`src/sv/five_section_biquad_cascade_core_defines.svh`:
```
// assertion helpers shared by the cascade core
`ifndef FIVE_SECTION_BIQUAD_CASCADE_CORE_DEFINES_SVH
`define FIVE_SECTION_BIQUAD_CASCADE_CORE_DEFINES_SVH

// same-cycle implication
`define FSBQ_ASSERT(label, clk, rst_n, ante, cons) \
	label: assert property (@(posedge clk) disable iff (!rst_n) (ante) |-> (cons)) \
		else $error("fsbq assertion failed");

// next-cycle implication
`define FSBQ_ASSERT_NEXT(label, clk, rst_n, ante, cons) \
	label: assert property (@(posedge clk) disable iff (!rst_n) (ante) |=> (cons)) \
		else $error("fsbq assertion failed");

`endif

```
`src/sv/fsbq_pkg.sv`:
```
package fsbq_pkg;

	localparam int SECTIONS       = 5;
	localparam int SAMPLE_BITS    = 24;
	localparam int COEF_FRAC_BITS = 28;

	localparam int TERMS        = 5;
	localparam int HIST_WORDS   = 4;
	localparam int DATA_W       = 32;
	localparam int ACC_W        = 2 * DATA_W + 2;
	localparam int CFG_INDEX_W  = 1;
	localparam int COEF_INDEX_W = 5;
	localparam int TERM_W       = 3;

	// configuration register indexes
	localparam logic [CFG_INDEX_W-1:0] REG_COEF_INDEX = 1'b0;
	localparam logic [CFG_INDEX_W-1:0] REG_COEF_VALUE = 1'b1;

	// coefficient terms of one section, in memory order
	localparam logic [TERM_W-1:0] TERM_B0 = 3'd0;
	localparam logic [TERM_W-1:0] TERM_B1 = 3'd1;
	localparam logic [TERM_W-1:0] TERM_B2 = 3'd2;
	localparam logic [TERM_W-1:0] TERM_A1 = 3'd3;
	localparam logic [TERM_W-1:0] TERM_A2 = 3'd4;

	// word positions in one history row
	localparam int H_X1 = 0;
	localparam int H_X2 = 1;
	localparam int H_Y1 = 2;
	localparam int H_Y2 = 3;

	typedef logic [HIST_WORDS-1:0][DATA_W-1:0] hist_row_t;

	typedef struct packed {
		logic              valid;
		logic [TERM_W-1:0] term;
	} mac_issue_t;

	typedef struct packed {
		logic              fin;
		logic [DATA_W-1:0] y;
		logic [DATA_W-1:0] x;
		logic              clip;
	} mac_stat_t;

endpackage

```
`src/sv/fsbq_hist_ram.sv`:
```
module fsbq_hist_ram #(
	parameter int SECTIONS = fsbq_pkg::SECTIONS,
	localparam int RW = (SECTIONS > 1) ? $clog2(SECTIONS) : 1
) (
	input  logic                clk,
	input  logic                arst_n,
	input  logic                clear,
	input  logic                rd_en,
	input  logic [RW-1:0]       rd_row,
	output fsbq_pkg::hist_row_t rd_data,
	input  logic                wr_en,
	input  logic [RW-1:0]       wr_row,
	input  fsbq_pkg::hist_row_t wr_data
);

	fsbq_pkg::hist_row_t mem [SECTIONS];
	fsbq_pkg::hist_row_t rd_data_q;
	logic [SECTIONS-1:0] row_valid_q;
	logic                rd_valid_q;

	always_ff @(posedge clk) begin
		if (rd_en) begin
			rd_data_q <= mem[rd_row];
		end
		if (wr_en) begin
			mem[wr_row] <= wr_data;
		end
	end

	// a row never written since reset or the last clear reads as zero
	always_ff @(posedge clk or negedge arst_n) begin
		if (!arst_n) begin
			row_valid_q <= '0;
			rd_valid_q  <= 1'b0;
		end else begin
			if (clear) begin
				row_valid_q <= '0;
			end else if (wr_en) begin
				row_valid_q[wr_row] <= 1'b1;
			end
			if (rd_en) begin
				rd_valid_q <= row_valid_q[rd_row];
			end
		end
	end

	assign rd_data = rd_valid_q ? rd_data_q : '0;

endmodule

```
`config.mk`:
```
export PLATFORM = sky130hd
export DESIGN_NAME = fsbq_hist_ram
export DESIGN_NICKNAME = d
export VERILOG_FILES = /design/src/sv/five_section_biquad_cascade_core_defines.svh /design/src/sv/fsbq_pkg.sv /design/src/sv/fsbq_hist_ram.sv
export SDC_FILE = /design/constraint.sdc
export NUM_CORES = 1
export LEC_CHECK = 0
export BUFFER_PORTS_ARGS = -buffer_cell sky130_fd_sc_hd__buf_4
export CAP_MARGIN = 20
export CORE_MARGIN = 4
export CORE_UTILIZATION = 50
export CTS_BUF_LIST = sky130_fd_sc_hd__clkbuf_8
export DETAILED_ROUTE_END_ITERATION = 10
export PLACE_DENSITY = 0.71
export SLEW_MARGIN = 20
export SYNTH_ARGS = -nofsm -noshare
export SYNTH_HDL_FRONTEND = slang
export SYNTH_SLANG_ARGS = --single-unit
```
`constraint.sdc`:
```
create_clock -name clk -period 1.3 [get_ports clk]
set_input_delay 0.13 -clock clk [delete_from_list [all_inputs] [get_ports clk]]
set_output_delay 0.13 -clock clk [all_outputs]
set_load 0.02 [all_outputs]
```
== Word-level counts from Yosys, hierarchy flattened ==
Memory sizes are Yosys's and may differ from the RTL's. A register that Yosys moved wholly into a read port is not among the register bits.
Cells that the tools add are included.
Cells by class
  $lt $le $gt $ge: 3
  bitwise logic cells: 1
  reductions and logical operators: 2
  muxes and demuxes: 9
Operators by type and width (number)
  128-bit 2-to-1 mux: 1
  5-bit 2-to-1 mux: 2
  3-bit by 4-bit < comparator with 1-bit output, second input constant: 2
  5-bit bitwise OR: 1
  1-bit 2-to-1 mux: 4
  1-bit binary-select mux with 3-bit select: 1
  1-bit demux with 3-bit select: 1
  3-bit by 1-bit >= comparator with 1-bit output, second input constant: 1
  2-bit nonzero test: 1
  1-bit logical AND: 1
Storage, ports and cells
  bits in writable memories: 640
  word-level logic and storage cells: 18
  flip-flop bits (word level): 6
  output and inout port bits: 128
  memories: 1
  bits of input ports: 139
Memory list
  mem: words 5, width 128, rd ports 1, clocked after Yosys merged registers in 1, write ports 1, line fsbq_hist_ram.sv:16  | fsbq_pkg::hist_row_t mem [SECTIONS];

== Logic depth before layout (Yosys ltp) ==
  word-level depth: 7
  gate-level depth with buffers: 5
  gate-level depth less buffers: 3

== Worst setup path after synthesis ==
Ideal clock, no wire load.
  kind: in2reg
  from: input wr_row[1]
  to: memory mem[0][0] (netlist bit), enable pin
  arrival: 13.492 ns
  buffers on the path: 0
  cell stages on the path: 1
  setup time: 0.983 ns
  data required time: 0.317 ns
  slack: -13.175 ns
  cells stage by stage: nor4b_1
RTL lines
  from (decl): line fsbq_hist_ram.sv:12  | input logic [RW-1:0] wr_row,
  to (decl): line fsbq_hist_ram.sv:16
Straight into the memory's write port.

==> impl_metrics.env <==
export IMPL_layout_setup_ws_ns=-0.661
export IMPL_hpwlAfterDp_um=37900
export IMPL_rsz0062_at_grt="yes"
export IMPL_wl_per_cell_um=23.3
export IMPL_final_cell_mix="edfxtp_1, buf_4, dlygate4sd3_1, mux4_2, clkbuf_8"
export IMPL_cpMostUsedCell="buf_12"
export IMPL_path_delay_family="flip-flops"
export IMPL_setup_viol=294
export IMPL_grt_pass1_wl_um=92100
export IMPL_muxShareOfSynthArea_pct=15.1
export IMPL_p_per_area_mw_per_mm2=1370
export IMPL_power_frac_seq_pct=55.4
export IMPL_antenna_found_initial=8
export IMPL_start_util_pct=50.8
export IMPL_worst_r2r_cell_count=2
export IMPL_end_kind="output pin"
export IMPL_path_cells="buf_12, buf_12, and2_4, buf_6"
export IMPL_fin_total_pwr_mw=51.9
export IMPL_post_route_drc_count=0
export IMPL_clk_pin_slew_ns=0.06
export IMPL_crit_buf_inv=3
export IMPL_die_h_um=248
export IMPL_yosys_area_share_simple_pct=3.11
export IMPL_critPathKind="flip-flop to output pin"
export IMPL_p_int_mw=40.5
export IMPL_hold_class="input pin to flip-flop"
export IMPL_holdPathStages=2
export IMPL_synth_top_family_by_area="multiplexers"
export IMPL_cts_root_buffer="clkbuf_8"
export IMPL_synth_avg_cell_area_um2=23.2
export IMPL_crit_required_ns=1.17
export IMPL_synth_fa_ha_area_share_pct=0
export IMPL_grt_use_total_pct=20.0
export IMPL_status="complete, but fails checks"
export IMPL_fin_crit_ns=1.96
export IMPL_cp_slowest_cell="dfrtp_4"
export IMPL_dr_total_vias=14300
export IMPL_cts_buffer_depth=3
export IMPL_clock_latency_ns=0.71
export IMPL_rows=87
export IMPL_switchingPower_mw=11.4
export IMPL_p_sw_share_pct=21.9
export IMPL_io_pins=267
export IMPL_stdcell_count=2699
export IMPL_placeableCoreArea_mm2=0.0567
export IMPL_hold_viol=0
export IMPL_io_buffers=266
export IMPL_cp_start_kind="flip-flop"
export IMPL_drive_above_1_share_pct=47.1
export IMPL_area_delta_synth_final_pct=31.2
export IMPL_critical_path_arrival_ns=1.83
export IMPL_syn_inst=1239
export IMPL_syn_nets=1378
export IMPL_synth_cell_type_count=20
export IMPL_cp_depth=4
export IMPL_clkPwrFrac_pct=35.7
export IMPL_fillCellCount=3609
export IMPL_drv_cap=0
export IMPL_postRouteAntennaNets=0
export IMPL_layout_commonest_cell="edfxtp_1"
export IMPL_drv_slew=0
export IMPL_fp_dieArea_mm2=0.0615
export IMPL_synth_compound_area_share_pct=0.0956
export IMPL_synth_seq_cells=774
export IMPL_placed_area_mm2=0.0332
export IMPL_ir_worst_vdd_v=0.000959
export IMPL_skew_ns=0.0375
export IMPL_violations="negative setup slack"
export IMPL_cts_sinks=774
export IMPL_slowest_delay_ns=0.51
export IMPL_max_slew_margin_pct=77.0
export IMPL_cp_max_fo=18
export IMPL_cts_tree="built"
export IMPL_fmax_ghz=0.510
export IMPL_tns_ns=-86.05
export IMPL_fin_crit_sh_pct=151
export IMPL_comb_power_share_pct=8.9
export IMPL_stdcell_area_mm2=0.0378
export IMPL_firstDrtPassIters=5
export IMPL_fin_nets=1979
export IMPL_grt_max_degree=39
export IMPL_grt_pass1_vias=15500
export IMPL_yosysWarningCount=0
export IMPL_chipWidth_um=248
export IMPL_grt_remaining_overflow=0
export IMPL_synthXorXnorAreaFrac_pct=0
export IMPL_place_inst=2326
export IMPL_viasPerCell=5.31
export IMPL_routabilityCongestion=0.758
export IMPL_cts_made_buffers=117
export IMPL_drt_wl_total_um=62900
export IMPL_synth_seq_area_share_pct=80.6
export IMPL_tightest_slew_ns=0.345
export IMPL_leakagePower_nw=13.4
export IMPL_htree_levels=3
export IMPL_drtIter0Drc=1046
export IMPL_netlist_area_mm2=0.0288
## final timing paths
| path | startpoint | end | slack [ns] |
|---|---|---|---|
| hold / removal | wr_data[118] | mem[4][118]$_DFFE_PP_ | 0.19 |
| max in group asynchronous | arst_n | rd_valid_q$_DFFE_PN0P_ | 0.61 |
| hold reg to reg | row_valid_q[0]$_DFFE_PN0P_ | row_valid_q[0]$_DFFE_PN0P_ | 0.50 |
| min in group asynchronous | arst_n | row_valid_q[1]$_DFFE_PN0P_ | 0.44 |
| setup / recovery | rd_valid_q$_DFFE_PN0P_ | rd_data[91] | -0.66 |
| setup reg to reg | mem[3][76]$_DFFE_PP_ | rd_data_q[76]$_DFFE_PP_ | -0.12 |
## cell usage after synthesis (all sizes together)
master	instances	area, um2
edfxtp	768	23100
and2	128	801
mux2	128	1440
mux4	128	2880
buf	36	241
clkbuf	23	86.3
nor2	8	30.0
dfrtp	6	150
mux2i	2	20.0
nand2	2	7.51
nor3	2	10.0
nor4bb	2	20.0
and4b	1	10.0
nor3b	1	7.51
nor4b	1	8.76
o21ba	1	10.0
o31ai	1	7.51
o32a	1	10.0
## cell type report
type	instances	area (um2)	area share, %
well taps	756	946	2.50
flip-flops and latches	774	23200	61.4
clock inverters	99	557	1.47
clock buffers	118	1620	4.30
multi-input cells	406	5680	15.0
repair buffers	541	5750	15.2
diodes	5	12.5	0.0331
## timing repair
action,CTS,global route
gates resized for setup,133,103
pin swaps,0,4
endpoints found under the setup margin,256,332
hold endpoints to repair,800,0
hold buffers,138,0
cloned,0,7
setup buffers,1,5
## sequential cells by signal, summed over array words and instances, names as in the netlist
register,cells
row_valid_q,5
rd_data_q,128
rd_valid_q,1
mem,640
## kinds of logic after synthesis
kind of cell | Yosys count
multiplexers | 258
AO/OA/AOI/OAI | 3
AND/OR/NAND/NOR | 145
buffers and inverters | 59
flip-flops | 774
## routing by layer
layer	part of all wire (%)	global-route usage (%)	vias up
met5	0.095	0	-
met4	1.8	5.81	10
met3	6.0	4.29	87
met2	50	33.0	458
met1	42	27.5	7477
li1	-	-	6312
## power by group through the flow
stage	clock network [mW]	registers (mW)	logic, mW
after floorplan	0	29.2	1.96
after global placement	0	29.2	3.73
after detailed placement	0	29.3	3.82
after CTS	19.0	28.8	4.42
after global routing	20.2	28.8	4.89
final	18.5	28.8	4.61
## metrics by stage
step	hold slack, ns	utilization [%]	setup slack [ns]
detailed placement	-0.0567	58.6	-0.410
global route	0.150	66.6	-0.736
finish	0.186	66.6	-0.661
global placement	-0.0597	58.6	-0.386
CTS	0.109	65.6	-0.746
floorplan	-0.166	-	-3.47
## worst register-to-register path, stage by stage, from the launching register on
cell      delay [ns]
edfxtp_1        0.38
mux4_2          0.48
mux2_2          0.28
Power figures use the tool's default switching activity.
