### src/sv/five_section_biquad_cascade_core_defines.svh
// assertion helpers shared by the cascade core
`ifndef FIVE_SECTION_BIQUAD_CASCADE_CORE_DEFINES_SVH
`define FIVE_SECTION_BIQUAD_CASCADE_CORE_DEFINES_SVH

// same-cycle implication
`define FSBQ_ASSERT(label, clk, rst_n, ante, cons) \
	label: assert property (@(posedge clk) disable iff (!rst_n) (ante) |-> (cons)) \
		else $error("fsbq assertion failed");

// next-cycle implication
`define FSBQ_ASSERT_NEXT(label, clk, rst_n, ante, cons) \
	label: assert property (@(posedge clk) disable iff (!rst_n) (ante) |=> (cons)) \
		else $error("fsbq assertion failed");

`endif

### src/sv/fsbq_pkg.sv
package fsbq_pkg;

	localparam int SECTIONS       = 5;
	localparam int SAMPLE_BITS    = 24;
	localparam int COEF_FRAC_BITS = 28;

	localparam int TERMS        = 5;
	localparam int HIST_WORDS   = 4;
	localparam int DATA_W       = 32;
	localparam int ACC_W        = 2 * DATA_W + 2;
	localparam int CFG_INDEX_W  = 1;
	localparam int COEF_INDEX_W = 5;
	localparam int TERM_W       = 3;

	// configuration register indexes
	localparam logic [CFG_INDEX_W-1:0] REG_COEF_INDEX = 1'b0;
	localparam logic [CFG_INDEX_W-1:0] REG_COEF_VALUE = 1'b1;

	// coefficient terms of one section, in memory order
	localparam logic [TERM_W-1:0] TERM_B0 = 3'd0;
	localparam logic [TERM_W-1:0] TERM_B1 = 3'd1;
	localparam logic [TERM_W-1:0] TERM_B2 = 3'd2;
	localparam logic [TERM_W-1:0] TERM_A1 = 3'd3;
	localparam logic [TERM_W-1:0] TERM_A2 = 3'd4;

	// word positions in one history row
	localparam int H_X1 = 0;
	localparam int H_X2 = 1;
	localparam int H_Y1 = 2;
	localparam int H_Y2 = 3;

	typedef logic [HIST_WORDS-1:0][DATA_W-1:0] hist_row_t;

	typedef struct packed {
		logic              valid;
		logic [TERM_W-1:0] term;
	} mac_issue_t;

	typedef struct packed {
		logic              fin;
		logic [DATA_W-1:0] y;
		logic [DATA_W-1:0] x;
		logic              clip;
	} mac_stat_t;

endpackage

### src/sv/fsbq_mac.sv
module fsbq_mac #(
	parameter int COEF_FRAC_BITS = fsbq_pkg::COEF_FRAC_BITS
) (
	input  logic                        clk,
	input  logic                        arst_n,
	input  logic                        start,
	input  logic [fsbq_pkg::DATA_W-1:0] sample,
	input  fsbq_pkg::mac_issue_t        iss,
	input  logic [fsbq_pkg::DATA_W-1:0] coef,
	input  fsbq_pkg::hist_row_t         hist,
	output fsbq_pkg::mac_stat_t         stat
);

	localparam int DW = fsbq_pkg::DATA_W;
	localparam int AW = fsbq_pkg::ACC_W;
	localparam logic signed [DW-1:0] D_MAX = {1'b0, {(DW-1){1'b1}}};
	localparam logic signed [DW-1:0] D_MIN = {1'b1, {(DW-1){1'b0}}};
	localparam logic signed [AW-1:0] Y_MAX = AW'(D_MAX);
	localparam logic signed [AW-1:0] Y_MIN = AW'(D_MIN);
	localparam logic signed [AW-1:0] HALF  = AW'(1) << (COEF_FRAC_BITS - 1);

	logic signed [DW-1:0]   opnd;
	logic signed [DW-1:0]   coef_s;
	logic signed [2*DW-1:0] mul;
	logic signed [2*DW-1:0] prod_s2;
	logic                   v2_s2;
	logic                   first_s2;
	logic                   last_s2;
	logic                   neg_s2;
	logic signed [AW-1:0]   addend;
	logic signed [AW-1:0]   acc_q;
	logic                   fin_q;
	logic signed [AW-1:0]   rounded;
	logic signed [AW-1:0]   shifted;
	logic                   ovf_hi;
	logic                   ovf_lo;
	logic signed [DW-1:0]   y_sat;
	logic signed [DW-1:0]   x_q;
	logic                   clip_q;

	assign coef_s = coef;

	always_comb begin
		case (iss.term)
			fsbq_pkg::TERM_B0: opnd = x_q;
			fsbq_pkg::TERM_B1: opnd = hist[fsbq_pkg::H_X1];
			fsbq_pkg::TERM_B2: opnd = hist[fsbq_pkg::H_X2];
			fsbq_pkg::TERM_A1: opnd = hist[fsbq_pkg::H_Y1];
			fsbq_pkg::TERM_A2: opnd = hist[fsbq_pkg::H_Y2];
			default:           opnd = '0;
		endcase
	end

	assign mul = opnd * coef_s;

	always_ff @(posedge clk) begin
		prod_s2 <= mul;
		neg_s2  <= (iss.term == fsbq_pkg::TERM_A1) || (iss.term == fsbq_pkg::TERM_A2);
		first_s2 <= (iss.term == fsbq_pkg::TERM_B0);
		last_s2 <= (iss.term == fsbq_pkg::TERM_A2);
	end

	// feedback terms are subtracted
	assign addend = neg_s2 ? -AW'(prod_s2) : AW'(prod_s2);

	always_ff @(posedge clk) begin
		if (v2_s2) begin
			acc_q <= (first_s2 ? '0 : acc_q) + addend;
		end
	end

	// round half up, then clamp the section result to 32 bits
	assign rounded = acc_q + HALF;
	assign shifted = rounded >>> COEF_FRAC_BITS;
	assign ovf_hi  = shifted > Y_MAX;
	assign ovf_lo  = shifted < Y_MIN;

	always_comb begin
		if (ovf_hi) begin
			y_sat = D_MAX;
		end else if (ovf_lo) begin
			y_sat = D_MIN;
		end else begin
			y_sat = shifted[DW-1:0];
		end
	end

	always_ff @(posedge clk) begin
		if (start) begin
			x_q <= sample;
		end else if (fin_q) begin
			x_q <= y_sat;
		end
	end

	always_ff @(posedge clk or negedge arst_n) begin
		if (!arst_n) begin
			v2_s2  <= 1'b0;
			fin_q  <= 1'b0;
			clip_q <= 1'b0;
		end else begin
			v2_s2 <= iss.valid;
			fin_q <= v2_s2 && last_s2;
			if (start) begin
				clip_q <= 1'b0;
			end else if (fin_q) begin
				clip_q <= clip_q || ovf_hi || ovf_lo;
			end
		end
	end

	assign stat.fin  = fin_q;
	assign stat.y    = y_sat;
	assign stat.x    = x_q;
	assign stat.clip = clip_q;

endmodule

### config.mk
export PLATFORM = sky130hd
export DESIGN_NAME = fsbq_mac
export DESIGN_NICKNAME = d
export VERILOG_FILES = /design/src/sv/five_section_biquad_cascade_core_defines.svh /design/src/sv/fsbq_pkg.sv /design/src/sv/fsbq_mac.sv
export SDC_FILE = /design/constraint.sdc
export NUM_CORES = 2
export LEC_CHECK = 0
export BUFFER_PORTS_ARGS = -buffer_cell sky130_fd_sc_hd__buf_2
export CAP_MARGIN = 20
export CORE_ASPECT_RATIO = 1.75
export CORE_MARGIN = 5
export CORE_UTILIZATION = 65
export CTS_BUF_LIST = sky130_fd_sc_hd__clkbuf_16
export CTS_CLUSTER_SIZE = 24
export DETAILED_ROUTE_END_ITERATION = 8
export GPL_TIMING_DRIVEN = 0
export PLACE_DENSITY = 0.82
export SKIP_LAST_GASP = 1
export SLEW_MARGIN = 25
export SYNTH_ARGS = -nofsm -noshare
export SYNTH_HDL_FRONTEND = slang
export SYNTH_SLANG_ARGS = --single-unit
### constraint.sdc
create_clock -name clk -period 9.35 [get_ports clk]
set_input_delay 1.87 -clock clk [delete_from_list [all_inputs] [get_ports clk]]
set_output_delay 1.87 -clock clk [all_outputs]
set_load 0.1 [all_outputs]
== After elaboration in Yosys (flattened, before gate mapping) ==
Cells that the tools add are included.

* Add/sub/neg operators: 3
* Multiply operators: 1
* Divide/modulo/power cells: 0
* Order comparisons: 2
* Eq/ne operators: 4
* Shift-type cells: 0
* Muxes and demuxes: 9
* Bitwise gates (word level): 0
* Reductions and logical operators: 6

{| class="wikitable"
|+ Operators by type and width
! cell !! number
|-
| $pmux 32 s5 || 1
|-
| $mux 66 || 2
|-
| $mux 32 || 4
|-
| $add 66x29->66 const B || 1
|-
| $add 66x66->66 || 1
|-
| $neg 64->66 || 1
|-
| $mul 32x32->64 || 1
|-
| $gt 38x32->1 const B || 1
|-
| $lt 38x32->1 const B || 1
|-
| $eq 3x2->1 const B || 2
|-
| $eq 3x1->1 const B || 1
|-
| $eq 3x3->1 const B || 1
|-
| $logic_not 3->1 || 1
|-
| $logic_or 1x1->1 || 3
|-
| $mux 1 || 2
|-
| $reduce_bool 2->1 || 1
|-
| $logic_and 1x1->1 || 1
|}

* Register bits: 168
* Bits in latches: 0
* Memory bits (writable): 0
* ROM bits: 0
* Output and inout bits: 66
* Logic and storage cells: 34
* Memories kept: 0

== Longest topological paths before layout ==
* Word-level depth: 6
* Gate-level depth with buffers: 34

== Least setup slack after synthesis ==
Ideal clock, no wire load.

* Kind: input-to-reg
* From: input iss[1] (netlist bit)
* To: register prod_s2[61]
* Setup time: 127 ps
* Arrival time: 10048 ps
* Required time: 9223 ps
* Setup slack: -824 ps
* Cell stages on the path: 33
* Cells stage by stage: clkbuf_1 buf_1 mux2i_1 o21ai_0 a221o_1 clkbuf_1 and2_1 fa_1 inv_1 fa_1 inv_1 fa_1 inv_1 fa_1 inv_1 fa_1 fa_1 fa_1 inv_1 fa_1 inv_1 ha_1 clkbuf_1 a21o_1 a21o_1 a221oi_1 o21ai_0 a311oi_1 o41a_1 o21ai_0 a31oi_1 o21ai_0 xor2_1

* Word-level cells in the longest chain between the ends: 3

{| class="wikitable"
|+ Ends and longest elaborated chain
! element !! RTL line !! text
|-
| from (decl) || fsbq_mac.sv:8 || <nowiki>input fsbq_pkg::mac_issue_t iss,</nowiki>
|-
| $eq 3x3->1, or another cell as far along || fsbq_mac.sv:44 || <nowiki>case (iss.term)</nowiki>
|-
| $pmux 32 s5 (*) || fsbq_mac.sv:44 ||
|-
| $mul 32x32->64 (*) || fsbq_mac.sv:54 || <nowiki>assign mul = opnd * coef_s;</nowiki>
|-
| named net mul[61] || fsbq_mac.sv:24 || <nowiki>logic signed [2*DW-1:0] mul;</nowiki>
|-
| to (signal assigned) || fsbq_mac.sv:57 || <nowiki>prod_s2 <= mul;</nowiki>
|-
| to (decl) || fsbq_mac.sv:25 || <nowiki>logic signed [2*DW-1:0] prod_s2;</nowiki>
|}

Mark *: on every way through the listed nets, which the timed path passes. The rest lies on a longest branch.
A chain may end at the register's enable or synchronous reset.

== Worst setup path after layout ==
* From: input iss[1] (netlist bit)
* To: register prod_s2[53]

Same word-level chain as after synthesis.

==> flow_summary.ini <==
[critical_path]
arrival_ps = 10610
end_kind = flop
startpoint = iss[1]
r2r_setup_slack_ps = 570
r2r_start = x_q[31]$_DFFE_PP_
reg2regPathDepth = 30
crit_path_max_fanout = 10
worstPathRequired_ps = 9780
slowest_stage = fa_2
path_class = in -> reg
max_stage_delay_ps = 620
start_kind = primary input
crit_end = prod_s2[53]$_DFF_P_
rr_endpoint = prod_s2[53]$_DFF_P_

[drt]
drc_errors = 0
routed-via-count = 43741
drtIter0Drc = 4726
wl_per_cell_um = 31.7
via_per_inst = 6.54
dr.pass1.iters = 9
ant_nets = 0
drt-total-wl_mm = 212

[sta]
timing.fmax_mhz = 98.2
setup_ws_ps = -831
hold_violations = 0
setup_viol_count_final = 27
slew_headroom_pct = 12.5
min_period_over_period_pct = 109
worst_slew_pin_slew_ps = 1310
finalCriticalPeriod_ps = 10180
finalMaxSlewViolations = 0
rsz0062_at_grt = yes
fin_setup_tns_ps = -11600
finClkSkew_ps = 19.4

[floorplanning]
row_count = 132
die_y_um = 371
ios = 265
core_um2 = 74000
fp.dieW_um = 216
die_area_um2 = 80200
start_util_pct = 65.4

[cts]
cts-root-buf = clkbuf_16
clockBufferDepth = 3
cts_num_sinks = 168
cts_tree = built
ctsHtreeMaxLevel = 4
cts-buffers-inserted = 25
cts.clk_slew.worst_paths_ps = 60
insertion_delay_ps = 510

[cells_and_area]
final_nets = 7231
layout_commonest_cell = fa_1
instances_no_fill = 6686
mostFrequentLayoutCells = fa_1 (1021), inv_1 (997), nand2_1 (585)
syn_to_final_growth_pct = 16.9
layout-drive-gt1-share_pct = 16.5

[placement]
gp_congestion = 1.11
port_buffers = 263
dpl.hpwl_mm = 163
placed_cells = 6425

[grt]
grt_pass1_vias = 46895
grt_util_met3_pct = 22.5
grt-ovfl-total = 0
top_usage_layer = met2
grt_usage_pct = 52.9
grt_start_max_net_pins = 41
grt_pass1_wl_mm = 303
antenna_found_initial = 46
use_met2_pct = 82.5
grt_use_met1_pct = 48.7

[run]
drv_cap = 0

[yosys]
syn_area_um2 = 48400
yosysSeqAreaShare_pct = 9.01
synthCells = 5222
synth_edf_count = 98
ys_seq_elements = 168
ys_types = 76
synth-async-reset-ratio_pct = 1.79
syn-mean-instance-area_um2 = 9.27
synth.net_count = 6755
synth_warnings = 0
ys.flop_type = edfxtp_1

[run_status]
violations = setup timing
status = finished, violations left

[min_path]
hp-class = reg -> reg
==> synthesized netlist by cell type (62+ instances only) <==
library cell,n,area (um^2)
dfxtp_1,67,1340
xor2_1,62,543
nand2_1,611,2290
and2_1,522,3270
a21oi_1,134,671
o21ai_0,178,891
nor2_1,104,390
a21o_1,86,646
edfxtp_1,98,2940
nor2b_1,87,544
xnor2_1,162,1420
clkbuf_1,265,995
inv_1,1023,3840
fa_1,1083,21700
ha_1,251,3140
==> worst min-delay path by stage <==
stage | startpoint | endpoint | slack [ps] | cells after the start
final | last_s2$_DFF_P_ | fin_q$_DFF_PN0_ | 460 | 1
after global routing | last_s2$_DFF_P_ | fin_q$_DFF_PN0_ | 480 | 1
after CTS | last_s2$_DFF_P_ | fin_q$_DFF_PN0_ | 460 | 1
after detailed placement | last_s2$_DFF_P_ | fin_q$_DFF_PN0_ | 440 | 1
after global placement | last_s2$_DFF_P_ | fin_q$_DFF_PN0_ | 420 | 1
after floorplan | last_s2$_DFF_P_ | fin_q$_DFF_PN0_ | 410 | 1
==> per-layer routing <==
metal | wire length [um] | up-vias
li1 | - | 17023
met1 | 57700 | 21302
met2 | 95200 | 3670
met3 | 26100 | 1732
met4 | 33000 | 14
met5 | 98 | -
==> registers in the layout, summed over array words and instances (netlist names) <==
| name | cells |
|---|---|
| acc_q | 66 |
| clip_q | 1 |
| last_s2 | 1 |
| v2_s2 | 1 |
| x_q | 32 |
| neg_s2 | 1 |
| first_s2 | 1 |
| fin_q | 1 |
| prod_s2 | 64 |
==> kinds of logic after synthesis <==
group / after synthesis / synth area share (%)
buffers and inverters: 1300 / 10.1
adders and majority gates: 1334 / 51.3
and+or+nand+nor: 1528 / 16.2
DFF: 168 / 9.01
xor gates and xnor gates: 224 / 4.05
AOI/OAI and AO/OA: 631 / 8.56
muxes: 37 / 0.776
==> layout make-up <==
type / instances / area, um^2
Clock buffer: 25 / 626
Inverter: 1024 / 3870
Tap cell: 938 / 1170
Fill cell: 5110 / 17400
Multi-Input combinational cell: 3754 / 40600
Timing Repair Buffer: 463 / 3300
Sequential cell: 168 / 4360
Antenna cell: 45 / 113
Buffer: 262 / 2480
Clock inverter: 7 / 57.6
==> metrics by stage <==
stage	util (%)	hold WS (ps)	cell area, um^2	setup WS, ps
after floorplan	-	413	49000	-0.576
after global placement	69.6	418	51500	-3310
after detailed placement	69.6	445	51500	-3120
after CTS	75.0	460	55500	-538
after global routing	76.3	480	56500	-901
final	76.4	457	56600	-831
==> worst max-delay path, delay by kind of cell <==
family,cells,cell delay [ps]
XOR/XNOR,1,130
AND/OR/NAND/NOR,2,540
AO/OA/AOI/OAI,9,2020
buffers and inverters,11,1230
multiplexers,1,250
adder cells (fa/ha/maj),9,4550
==> what timing repair did <==
action	4_1_cts	5_1_grt
setup buffers	136	55
gates resized for setup	466	168
hold buffers	0	0
pin swaps	82	72
endpoints found under the setup margin	49	39
cloned	10	2
Power is not shown: default switching activity piles up to over one toggle a cycle in this logic, so the estimate is an artifact.
