--- src/sv/five_section_biquad_cascade_core_defines.svh ---
// assertion helpers shared by the cascade core
`ifndef FIVE_SECTION_BIQUAD_CASCADE_CORE_DEFINES_SVH
`define FIVE_SECTION_BIQUAD_CASCADE_CORE_DEFINES_SVH

// same-cycle implication
`define FSBQ_ASSERT(label, clk, rst_n, ante, cons) \
	label: assert property (@(posedge clk) disable iff (!rst_n) (ante) |-> (cons)) \
		else $error("fsbq assertion failed");

// next-cycle implication
`define FSBQ_ASSERT_NEXT(label, clk, rst_n, ante, cons) \
	label: assert property (@(posedge clk) disable iff (!rst_n) (ante) |=> (cons)) \
		else $error("fsbq assertion failed");

`endif

--- src/sv/fsbq_pkg.sv ---
package fsbq_pkg;

	localparam int SECTIONS       = 5;
	localparam int SAMPLE_BITS    = 24;
	localparam int COEF_FRAC_BITS = 28;

	localparam int TERMS        = 5;
	localparam int HIST_WORDS   = 4;
	localparam int DATA_W       = 32;
	localparam int ACC_W        = 2 * DATA_W + 2;
	localparam int CFG_INDEX_W  = 1;
	localparam int COEF_INDEX_W = 5;
	localparam int TERM_W       = 3;

	// configuration register indexes
	localparam logic [CFG_INDEX_W-1:0] REG_COEF_INDEX = 1'b0;
	localparam logic [CFG_INDEX_W-1:0] REG_COEF_VALUE = 1'b1;

	// coefficient terms of one section, in memory order
	localparam logic [TERM_W-1:0] TERM_B0 = 3'd0;
	localparam logic [TERM_W-1:0] TERM_B1 = 3'd1;
	localparam logic [TERM_W-1:0] TERM_B2 = 3'd2;
	localparam logic [TERM_W-1:0] TERM_A1 = 3'd3;
	localparam logic [TERM_W-1:0] TERM_A2 = 3'd4;

	// word positions in one history row
	localparam int H_X1 = 0;
	localparam int H_X2 = 1;
	localparam int H_Y1 = 2;
	localparam int H_Y2 = 3;

	typedef logic [HIST_WORDS-1:0][DATA_W-1:0] hist_row_t;

	typedef struct packed {
		logic              valid;
		logic [TERM_W-1:0] term;
	} mac_issue_t;

	typedef struct packed {
		logic              fin;
		logic [DATA_W-1:0] y;
		logic [DATA_W-1:0] x;
		logic              clip;
	} mac_stat_t;

endpackage

--- src/sv/fsbq_coef_ram.sv ---
module fsbq_coef_ram #(
	parameter int SECTIONS = fsbq_pkg::SECTIONS,
	localparam int AW = $clog2(SECTIONS * fsbq_pkg::TERMS)
) (
	input  logic                               clk,
	input  logic                               arst_n,
	input  logic                               cfg_write,
	input  logic [fsbq_pkg::CFG_INDEX_W-1:0]   cfg_index,
	input  logic [fsbq_pkg::DATA_W-1:0]        cfg_data,
	input  logic [AW-1:0]                      rd_addr,
	output logic [fsbq_pkg::DATA_W-1:0]        rd_data
);

	localparam int WORDS = SECTIONS * fsbq_pkg::TERMS;
	localparam int IW    = (AW > fsbq_pkg::COEF_INDEX_W) ? AW : fsbq_pkg::COEF_INDEX_W;

	logic [fsbq_pkg::DATA_W-1:0]       mem [WORDS];
	logic [fsbq_pkg::DATA_W-1:0]       rd_data_q;
	logic [fsbq_pkg::COEF_INDEX_W-1:0] coef_index_q;
	logic [IW-1:0]                     idx_ext;
	logic                              wr_en;

	assign idx_ext = IW'(coef_index_q);
	// writes past the table are dropped
	assign wr_en = cfg_write && (cfg_index == fsbq_pkg::REG_COEF_VALUE)
		&& (32'(coef_index_q) < 32'(WORDS));

	always_ff @(posedge clk or negedge arst_n) begin
		if (!arst_n) begin
			coef_index_q <= '0;
		end else if (cfg_write && (cfg_index == fsbq_pkg::REG_COEF_INDEX)) begin
			coef_index_q <= cfg_data[fsbq_pkg::COEF_INDEX_W-1:0];
		end
	end

	always_ff @(posedge clk) begin
		if (wr_en) begin
			mem[idx_ext[AW-1:0]] <= cfg_data;
		end
		rd_data_q <= mem[rd_addr];
	end

	assign rd_data = rd_data_q;

endmodule

--- config.mk ---
export PLATFORM = sky130hd
export DESIGN_NAME = fsbq_coef_ram
export DESIGN_NICKNAME = d
export VERILOG_FILES = /design/src/sv/five_section_biquad_cascade_core_defines.svh /design/src/sv/fsbq_pkg.sv /design/src/sv/fsbq_coef_ram.sv
export SDC_FILE = /design/constraint.sdc
export NUM_CORES = 1
export LEC_CHECK = 0
export BUFFER_PORTS_ARGS = -buffer_cell sky130_fd_sc_hd__buf_4
export CAP_MARGIN = 10
export CORE_ASPECT_RATIO = 1.75
export CORE_MARGIN = 5
export CORE_UTILIZATION = 50
export DETAILED_ROUTE_END_ITERATION = 12
export PLACE_DENSITY_LB_ADDON = 0.3
export REMOVE_ABC_BUFFERS = 1
export SETUP_SLACK_MARGIN = 0.2
export SLEW_MARGIN = 20
export SYNTH_ARGS = -nofsm -noshare
export SYNTH_HDL_FRONTEND = slang
export SYNTH_SLANG_ARGS = --single-unit
--- constraint.sdc ---
create_clock -name clk -period 3.15 [get_ports clk]
set_input_delay 0.1575 -clock clk [delete_from_list [all_inputs] [get_ports clk]]
set_output_delay 0.1575 -clock clk [all_outputs]
set_load 0.05 [all_outputs]
Word-level counts from Yosys, hierarchy flattened --
Memories as Yosys holds them, arrays and structs flattened. A register that Yosys moved wholly into a read port is not among the register bits. Index checks and enable logic that the tools add are counted.
Storage, ports and cells: logic and storage cells 9, flip-flop bits (word level) 5, input port bits 41, memories kept 1, output and inout bits 32, RAM bits 800
Memory list:
- mem | words 25, width 32, read ports 1, clocked after memory_dff 1, wr ports 1, line fsbq_coef_ram.sv:17 | logic [fsbq_pkg::DATA_W-1:0] mem [WORDS];
Cells by class: multiplexer cells 2, reductions and logical operators 3, bitwise gates (word level) 1, magnitude comparators 1
Operators with widths (count):
- less-than comparator 5 bit, second input constant | 1
- logical AND 1 bit | 3
- two-way mux 1 bit | 2
- NOT 1 bit | 1

Depth between registers and ports, before layout --
Gate-level depths: netlist (run 1).
word-level depth 4, mapped depth 8, depth with buffers taken out 4

Least setup slack after synthesis (run 1) --
OpenSTA, ideal clock, no wires.
path kind reg-to-reg, from reg coef_index_q[4] (netlist bit), to mem mem[18][0] (netlist bit) (enable), library setup time 0.421 ns, clock period less this slack 2.846 ns, data required time 2.729 ns, slack 0.304 ns, buffers on the path 1, cell stages (with the launch flop) 4, arrival time 2.425 ns, path through dfrtp_1 -> clkbuf_1 -> or3b_2 -> nor2_1
Between the ends: longest elaborated chain between the ends 4
Ends and longest elaborated chain:
- from (decl) | line fsbq_coef_ram.sv:19 | logic [fsbq_pkg::COEF_INDEX_W-1:0] coef_index_q;
- from (signal assigned) | line fsbq_coef_ram.sv:32 | coef_index_q <= cfg_data[fsbq_pkg::COEF_INDEX_W-1:0];
- less-than comparator 5 bit | line fsbq_coef_ram.sv:26 | && (32'(coef_index_q) < 32'(WORDS));
- logical AND 1 bit | line fsbq_coef_ram.sv:26
- two-way mux 1 bit | line fsbq_coef_ram.sv:37 | if (wr_en) begin
- two-way mux 1 bit (not written as such) | line fsbq_coef_ram.sv:38 | mem[idx_ext[AW-1:0]] <= cfg_data;
- to (decl) | line fsbq_coef_ram.sv:17
Several ways; a longest one is shown, not always the timed one.

Worst setup path after layout (run 1) --
from reg coef_index_q[3] (netlist bit), to mem mem[9][3] (netlist bit) (enable)
Same word-level chain as after synthesis.

==> metrics.md, run 1 <==
| Metric | Value |
|---|---|
| Clock transition at path regs | 0.07 ns |
| Placed Cells | 2,456 |
| Core Box Area | 63,040 um^2 |
| All-layer global routing usage | 22.83% |
| WP data arrival | 2.77 ns |
| Placer Congestion | 0.8485 |
| Net Sw Frac | 21.50% |
| Mapped Cells | 1,599 |
| FMAX | 402.5 MHz |
| Maxcap violations | 0 |
| Seq cells post-synth | 837 |
| Worst Max-Slew Pin Slew | 0.8126 ns |
| Crit Path Class | reg2reg |
| EDFF count, synth | 800 |
| Synth async-reset ratio | 0.5974% |
| Seq pwr share | 53.9% |
| Multi-input gate area | 6561 um^2 |
| Mean Syn Cell Area | 19.86 um^2 |
| Die span in x | 200.5 um |
| Slew HR | 45.71% |
| # DRC | 0 |
| Worst-path maximum fanout | 13 |
| Setup TNS Final | 0 ns |
| Largest net degree at the start of global routing | 51 |
| CP Capture Type | flip-flop |
| # setup viols final | 0 |
| Combinational power share | 6.4% |
| H-tree depth | 3 |
| Worst reg2reg path startpoint | coef_index_q[3] |
| Synth top area cells | edfxtp_1 (76%), mux2i_1 (6.9%), mux4_2 (5.6%), dfxtp_1 (2.0%), a22oi_1 (1.9%) |
| Clk_lat worst skew | 0.61 ns |
| Final period utilization | 78.87% |
| Antenna Nets Post-Route | 0 |
| Vias | 16,080 |
| I/O pins | 73 |
| Initial antenna violation count | 1 |
| DP Wirelength | 50,480 um |
| Hold Crit Depth | 3 |
| Fill cells | 4,556 |
| Drt pass-1 iters | 7 |
| Setup Buffers After CTS | 0 |
| Drt total wl | 79,120 um |
| Fraction of layout cells with a size suffix above 1 | 21.16% |
| Post-synth design cell area | 31,750 um^2 |
| HP Start | rd_addr[4] |
| CP required | 3.44 ns |
| Die area | 68,840 um^2 |
| Maximum vdd drop | 0.3762 mV |
| HP Class | in2reg |
| Status | completed |
| Pint | 18,070 uW |
| Root buf cell | clkbuf_16 |
| Number of global-route vias before repair | 16,480 |
| Clk network pwr share | 39.7% |
| Commonest non-fill, non-tap cell in the layout | edfxtp_1 |
| CTS tree | done |
| DR WL/cell | 30.19 um |
| Storage cell area | 24,790 um^2 |
| Setup crit start | coef_index_q[3] |
| Distinct cells, synth | 44 |
| Crit path launch type | flip-flop |
| ANT cells | 0 |
| First-pass GRT wire length | 114,400 um |
| IO Port Bufs | 72 |
| Final Slew Violations | 0 |
| Final clock skew | 0.02493 ns |
| Starting DRT DRC Count | 1,575 |
| Layout area overhead | 14.66% |
| Core Rows | 122 |
| Number of buffers created by CTS | 71 |
| Reg2Reg Setup Slack | 0.67 ns |
| Post-synthesis sequential area ratio | 78.07% |
| Initial Util | 50.37% |
| Fin. Hold Viols | 0 |
| Non-Filler Instances | 2,621 |
| Via density | 6.134 |
| Die height | 343.4 um |
| Most used DFF post-synth | edfxtp_1 |
| Power Density | 632.3 nW/um^2 |
| Switching power | 4951 uW |
| Yosys top cell area share | 75.66% |
| Finished Core Util | 57.75% |
| Synth Warn # | 0 |
| Synth area leader | edfxtp_1 |
| Fin crit period | 2.484 ns |
| Number of cells on the worst reg-to-reg path | 4 |
| Unrepaired setup endpoints after global routing | false |
| GRT Residual Overflow | 0 |
| Post-CTS Resized | 0 |
| Clk sinks | 837 |
| Commonest cells after routing, fill and taps aside | edfxtp_1 (800), mux2i_1 (218), buf_4 (124), a22oi_1 (80), mux4_2 (79) |
| Final net count | 1,798 |
| Leakage | 0.01209 uW |
| CTS Buffer Depth | 3 |
state kept, by name (all words and copies together) (netlist names):
name          flops
mem             800
rd_data          32
coef_index_q      5
power groups by stage:
stage               Sequential [uW]  Clock [uW]  Combinational [uW]
global placement              12600           0                1420
finish                        12400        9150                1470
detailed placement            12600           0                1440
floorplan                     12800           0                 472
CTS                           12400        9260                1480
global route                  12400        9740                1540
cells in the mapped netlist (2+ instances only):
library cell  instances
nor3_1                7
nand2_1              40
nand2b_1              4
buf_6                 9
buf_8                 3
buf_2                27
a211oi_1              8
nor4_1                6
o211ai_1             15
edfxtp_1            800
o21ai_0              10
mux4_2               79
or2_2                 2
o22ai_1              32
or3b_2                2
buf_1                 7
mux4_1                4
nor2_1               35
a32oi_1               8
buf_12                3
dfrtp_1               5
nor2b_1               5
or3_1                 2
and2_1                4
dfxtp_1              32
a22oi_1              80
nand3b_1              4
o32a_1                5
mux2_2                5
buf_4                21
a221oi_2              8
a21oi_1              26
clkbuf_1             18
nand3_1              56
mux2i_1             218
per-layer routing:
| metal | up-vias | part of all wire (%) | wire length (um) | global-route usage, % |
|---|---|---|---|---|
| met1 | 8337 | 36 | 28660 | 28.15 |
| met2 | 727 | 53 | 41810 | 40.91 |
| met4 | 0 | 4.3 | 3384 | 9.271 |
| li1 | 6866 | - | - | - |
| met5 | - | 0 | 0 | 0 |
| met3 | 147 | 6.6 | 5257 | 3.187 |
stage by stage:
| stage | cell area (um^2) | total power (uW) | hold WS [ns] | setup slack (ns) |
|---|---|---|---|---|
| 2_1_floorplan | 31150 | 13250 | -0.1381 | 0.4019 |
| 3_3_place_gp | 33620 | 14070 | -0.02961 | 0.7396 |
| 3_5_place_dp | 33620 | 14090 | -0.02922 | 0.6831 |
| 4_1_cts | 36410 | 23150 | 0.003283 | 0.6401 |
| 5_1_grt | 36410 | 23690 | 0.03334 | 0.5369 |
| 6_report | 36410 | 23020 | 0.03205 | 0.6656 |
logic make-up (layout without fill, tap and decap cells):
kind of cell,Yosys count,count (layout),synth area share (%)
flip-flops,837,837,78.07
multiplexers,306,306,12.98
AO/OA/AOI/OAI,192,192,4.390
AND/OR/NAND/NOR,173,173,2.640
buffers and inverters,91,307,1.919
final timing paths:
kind / to
min reg2reg: rd_data[3]
min in group asynchronous: coef_index_q[1]
max: mem[9][3]
max reg2reg: mem[9][3]
max in group asynchronous: coef_index_q[2]
min: rd_data[19]
critical path, stage by stage, from the launching register on:
cell and delay [ns]:
dfrtp_1 0.46, a21oi_1 0.28, nand3b_1 0.49, nor2_4 0.62
buf_4 0.32
timing repair:
item                                    CTS  global route
endpoints found under the hold margin   764             0
hold buffers                             34             0
endpoints found under the setup margin    0             0
final cells by class:
cell class	instances	share of cell area [%]
flip-flops and latches	837	68.08
inverters	1	0.01031
clock buffers	93	5.526
well taps	806	2.770
repair buffers	175	4.395
multi-input cells	671	18.02
clock inverters	38	1.192
(Power assumes the default switching activity.)
==> run 2, diff against run 1 <==
Clock period 3.15 ns to 2.35 ns, I/O delays scaled along.
==> run 2 against run 1 <==
Critical endpoint is now mem[17][17]. Largest power group unchanged. Clock power up 37%. Flip-flop and latch count unchanged. Core utilization grew 0.80 points. Power increased by 35%. Combinational power increased by 30%. Global-route usage is 0.95 points lower. Setup slack lost 0.40 ns. Clock skew shrank 0.0032 ns.
==> metrics.md, run 2 (synthesized netlist as in run 1, its figures left out) <==
| Metric | Value |
|---|---|
| Maxcap violations | 0 |
| Finished Core Util | 58.55% |
| Slowest Stage Delay on Critical Path | 0.62 ns |
| FMAX | 480.1 MHz |
| H-tree depth | 3 |
| Unrepaired setup endpoints after global routing | false |
| Final Slew Violations | 0 |
| Clk sinks | 837 |
| Die span in x | 200.5 um |
| Core Rows | 122 |
| WP data arrival | 2.40 ns |
| Drt total wl | 75,500 um |
| Tot Pwr | 31,040 uW |
| Met1 Use GR | 25.70% |
| Largest register FFs | 800 |
| Placer Congestion | 0.8347 |
| Fin. Hold Viols | 0 |
| Worst Max-Slew Pin Slew | 1.160 ns |
| CP Capture Type | flip-flop |
| First-pass GRT wire length | 110,900 um |
| Crit Path Class | reg2reg |
| Storage cell area | 24,790 um^2 |
| IO Port Bufs | 72 |
| Worst hold slack | 0.1079 ns |
| Leakage | 0.01232 uW |
| ANT cells | 0 |
| Largest net degree at the start of global routing | 62 |
| Status | completed |
| Maximum vdd drop | 0.6195 mV |
| CP required | 2.66 ns |
| Top Usage Layer GRT | met2 |
| Core Box Area | 63,040 um^2 |
| Commonest cells after routing, fill and taps aside | edfxtp_1 (800), mux2i_1 (218), buf_4 (133), a22oi_1 (80), mux4_2 (79) |
| GR met2 Demand/Resource | 41.08% |
| Top delay family on crit path | simple AND/OR/NAND/NOR gates |
| Fin area | 36,910 um^2 |
| Worst-path cell chain | or3b_2 -> nor2_4 -> buf_12 |
| Final period utilization | 88.64% |
| Power Density | 840.8 nW/um^2 |
| Initial antenna violation count | 0 |
| Number of global-route vias before repair | 16,850 |
| Placed Area | 34,020 um^2 |
| Clk_lat worst skew | 0.61 ns |
| Multi-input gate area | 6564 um^2 |
| Worst-path maximum fanout | 15 |
| Final net count | 1,827 |
| Final clock skew | 0.02176 ns |
| Non-Filler Instances | 2,652 |
| Via density | 6.065 |
| # DRC | 0 |
| Root buf cell | clkbuf_16 |
| Initial Util | 50.37% |
| DP Wirelength | 46,590 um |
| Drt pass-1 iters | 5 |
| Antenna Nets Post-Route | 0 |
| Vias | 16,080 |
| Fin crit period | 2.083 ns |
| All-layer global routing usage | 21.88% |
| CTS Buffer Depth | 3 |
| M3 GR Usage | 2.499% |
| Number of buffers created by CTS | 72 |
| GRT Residual Overflow | 0 |
| Crit path launch type | flip-flop |
| Clock transition at path regs | 0.07 ns |
| Slew HR | 22.49% |
| Placed Cells | 2,481 |
| Die area | 68,840 um^2 |
| DR WL/cell | 28.47 um |
| Layout area overhead | 16.25% |
| Starting DRT DRC Count | 1,397 |
| Slowest cell on the critical path | or3b_2 |
| Fill cells | 4,493 |
| CTS tree | done |
| I/O pins | 73 |
| CP bufs+invs | 1 |
| Fraction of layout cells with a size suffix above 1 | 22.16% |
| # setup viols final | 0 |
| Commonest non-fill, non-tap cell in the layout | edfxtp_1 |
| HP Class | in2reg |
| Die height | 343.4 um |
==> run 2: cell count changes in the layout (fill, tap and decap cells not counted), sizes merged <==
| cell | delta |
|---|---|
| bufinv | +2 |
| dlygate4sd3 | +2 |
| buf | +26 |
| clkinv | -2 |
| clkbuf | +5 |
| inv | -2 |
==> run 2: worst paths after layout <==
path	from	endpoint	slack [ns]	cells past startpoint
min in group asynchronous	arst_n	coef_index_q[0]	0.50	3
max in group asynchronous	arst_n	coef_index_q[1]	1.63	3
min reg2reg	mem[24][13]	rd_data[13]	0.51	2
min	cfg_write	coef_index_q[0]	0.11	3
max reg2reg	coef_index_q[4]	mem[17][17]	0.27	3
max	coef_index_q[4]	mem[17][17]	0.27	3
==> run 2: area by class of cell <==
cell class	count	area share (%)
Clock buffer	98	5.424
Clock inverter	36	1.400
Inverter	1	0.01017
Multi-Input combinational cell	671	17.78
Sequential cell	837	67.16
Tap cell	806	2.732
Timing Repair Buffer	203	5.495
==> run 2: timing repair <==
item / CTS / global route
setup buffers: 0 / 1
hold endpoints to repair: 817 / 0
resized for setup: 0 / 1
hold buffers: 36 / 0
setup endpoints to repair: 0 / 4
==> run 2: report_power, final <==
group | total (uW) | internal [uW] | switching [uW]
Combinational | 1910 | 669 | 1240
Sequential | 16600 | 16500 | 90.6
Clock | 12500 | 7270 | 5240
Total | 31000 | 24500 | 6570
==> run 2: worst register-to-register path, cell delays in order, from the launching register on <==
cell     delay [ns]
dfrtp_1        0.49
or3b_2         0.62
nor2_4         0.44
buf_12         0.25
==> run 2: per-layer routing <==
metal  routed length, um  vias to the layer above
met5                   0                        -
met3                3691                      135
met1               27380                     8444
met2               41620                      571
met4                2810                        0
li1                    -                     6934
==> run 2: metrics by stage <==
stage / setup TNS (ns) / worst slack [ns]
5_1_grt: 0 / 0.1623
6_report: 0 / 0.2670
3_5_place_dp: 0 / 0.1822
4_1_cts: 0 / 0.2580
2_1_floorplan: -236.67 / -0.3981
3_3_place_gp: 0 / 0.1972
==> run 3, diff against run 2 <==
Settings changed: CTS_BUF_LIST from default to sky130_fd_sc_hd__clkbuf_16, CTS_CLUSTER_SIZE from default to 10, SKIP_LAST_GASP from default to 1.
==> run 3 against run 2 <==
Sequential power barely moved. Critical path depth rose by 1. Sequential share of layout area fell by 0.26 points. Largest power group unchanged. Register-to-register slack got worse by 0.03 ns. First-iteration DRC count rose by 9.4%. Non-clock buffer count did not move. Final cell count rose by 0.98%. Largest cell class unchanged. Die area did not move. Clock skew rose by 0.0014 ns. Power rose by 0.54%. Highest routed layer unchanged.
==> metrics.md, run 3 (synthesized netlist as in run 1, its figures left out) <==
| Metric | Value |
|---|---|
| Fill cells | 4,508 |
| # setup viols final | 0 |
| ANT cells | 0 |
| Fraction of layout cells with a size suffix above 1 | 21.10% |
| CP required | 2.62 ns |
| Slew HR | 20.88% |
| Core Rows | 122 |
| # DRC | 0 |
| I/O pins | 73 |
| Drt total wl | 76,340 um |
| Drt pass-1 iters | 7 |
| DP Wirelength | 46,590 um |
| Status | completed |
| Final Slew Violations | 0 |
| Maxcap violations | 0 |
| Unrepaired setup endpoints after global routing | false |
| Maximum vdd drop | 0.5884 mV |
| Fin. Hold Viols | 0 |
| Final period utilization | 89.87% |
| CP Capture Type | flip-flop |
| Worst Max-Slew Pin Slew | 1.184 ns |
| Initial Util | 50.37% |
| Final net count | 1,848 |
| Layout area overhead | 16.69% |
| Initial antenna violation count | 0 |
| Clock transition at path regs | 0.06 ns |
| Top delay family on crit path | simple AND/OR/NAND/NOR gates |
| CP bufs+invs | 1 |
| DP Worst Slack | 0.1822 ns |
| Vias | 16,170 |
| WP data arrival | 2.38 ns |
| Met3 WL post-DR | 3910 um |
| Slowest cell on the critical path | dfrtp_1 |
| Crit Path Class | reg2reg |
| Power Density | 842.2 nW/um^2 |
| IO Port Bufs | 72 |
| Combinational power share | 6.1% |
| Crit path launch type | flip-flop |
| Wire length on met1 | 27,390 um |
| All-layer global routing usage | 22.18% |
| First-pass GRT wire length | 111,900 um |
| Number of buffers created by CTS | 93 |
| Die span in x | 200.5 um |
| Leakage | 0.01260 uW |
| Die area | 68,840 um^2 |
| Slowest Stage Delay on Critical Path | 0.42 ns |
| Non-Filler Instances | 2,678 |
| Pint | 24,340 uW |
| Switching power | 6869 uW |
| Root buf cell | clkbuf_16 |
| Final worst setup slack | 0.2381 ns |
| H-tree depth | 3 |
| CTS Buffer Depth | 3 |
| Worst-path maximum fanout | 20 |
| Worst-path cell chain | nor3_1 -> nand2_1 -> nor2_4 -> buf_4 |
| Net Sw Frac | 22.01% |
| FMAX | 473.5 MHz |
| GRT Residual Overflow | 0 |
| Fin crit period | 2.112 ns |
| Commonest non-fill, non-tap cell in the layout | edfxtp_1 |
| Core Box Area | 63,040 um^2 |
| Via density | 6.040 |
| Number of global-route vias before repair | 17,030 |
| Largest register FFs | 800 |
| Final clock skew | 0.02312 ns |
| Largest net degree at the start of global routing | 62 |
| Max layer used | met4 |
| Starting DRT DRC Count | 1,529 |
| Clk_lat worst skew | 0.64 ns |
| Commonest cells after routing, fill and taps aside | edfxtp_1 (800), mux2i_1 (218), buf_4 (133), clkbuf_16 (93), a22oi_1 (80) |
| Placed Cells | 2,481 |
| DR WL/cell | 28.51 um |
| Clk sinks | 837 |
| Die height | 343.4 um |
| HP Class | in2reg |
| Placer Congestion | 0.8347 |
| CTS tree | done |
| Met2 WL post-DR | 42,200 um |
| Seq pwr share | 53.3% |
| Clk network pwr share | 40.6% |
| Antenna Nets Post-Route | 0 |
## run 3: changes by cell type in the layout (fill, tap and decap cells not counted), moves of 2 or more
cell / previous run / this run
clkinv_8: 3 / 1
clkbuf_16: 74 / 93
clkbuf_8: 7 / 1
clkbuf_1: 18 / 0
clkinv_1: 4 / 2
bufinv_16: 11 / 0
clkinvlp_4: 2 / 0
inv_1: 0 / 60
clkinv_2: 13 / 0
## run 3: worst reg2reg max path, stage by stage, from the launching register on
cell and delay, ns:
dfrtp_1 0.42, nor3_1 0.31, nand2_1 0.41, nor2_4 0.22, buf_4 0.39
## run 3: cell type report
cell class | instances | area [um^2] | area share [%]
flip-flops and latches | 837 | 24790 | 66.90
well taps | 806 | 1008 | 2.722
multi-input cells | 671 | 6564 | 17.71
repair buffers | 203 | 2028 | 5.474
clock inverters | 67 | 332.8 | 0.8982
clock buffers | 93 | 2327 | 6.281
inverters | 1 | 3.754 | 0.01013
## run 3: worst paths after layout
| kind | from | end | slack (ns) | depth (start not counted) |
|---|---|---|---|---|
| worst max register to register | coef_index_q[1] | mem[8][20] | 0.24 | 4 |
| worst min register to register | mem[24][13] | rd_data[13] | 0.52 | 2 |
| min in group asynchronous | arst_n | coef_index_q[0] | 0.49 | 3 |
| worst max-delay path | coef_index_q[1] | mem[8][20] | 0.24 | 4 |
| worst min-delay path | cfg_write | coef_index_q[0] | 0.1 | 3 |
| max in group asynchronous | arst_n | coef_index_q[2] | 1.66 | 3 |
## run 3: stage by stage
step	area (um^2)	hold WS (ns)	setup TNS, ns	total power [uW]	utilization (%)
6_report	37050	0.09518	0	31210	58.77
5_1_grt	37050	0.08326	0	32190	58.77
4_1_cts	37040	0.06813	0	31400	58.76
3_5_place_dp	34020	-0.07450	0	18810	53.97
3_3_place_gp	34020	-0.07761	0	18770	53.97
2_1_floorplan	31150	-0.1781	-236.67	17770	-
## run 3: timing repair
item / in CTS / in global routing
endpoints found under the hold margin: 817 / 0
buffers inserted: 0 / 1
setup endpoints to repair: 0 / 11
hold buffers: 36 / 0
resized for setup: 0 / 1
## run 3: layer usage
layer / track usage, % / vias up
met1: 25.93 / 8445
met2: 41.44 / 595
met4: 8.912 / 0
met5: 0 / -
li1: - / 6974
met3: 2.942 / 160
## run 3: power by group through the flow
stage	clock, uW	sequential, uW	combinational (uW)
after floorplan	0	17100	633
after global placement	0	16900	1840
after detailed placement	0	16900	1870
after CTS	12800	16600	1930
after global routing	13500	16600	2020
final	12700	16600	1910
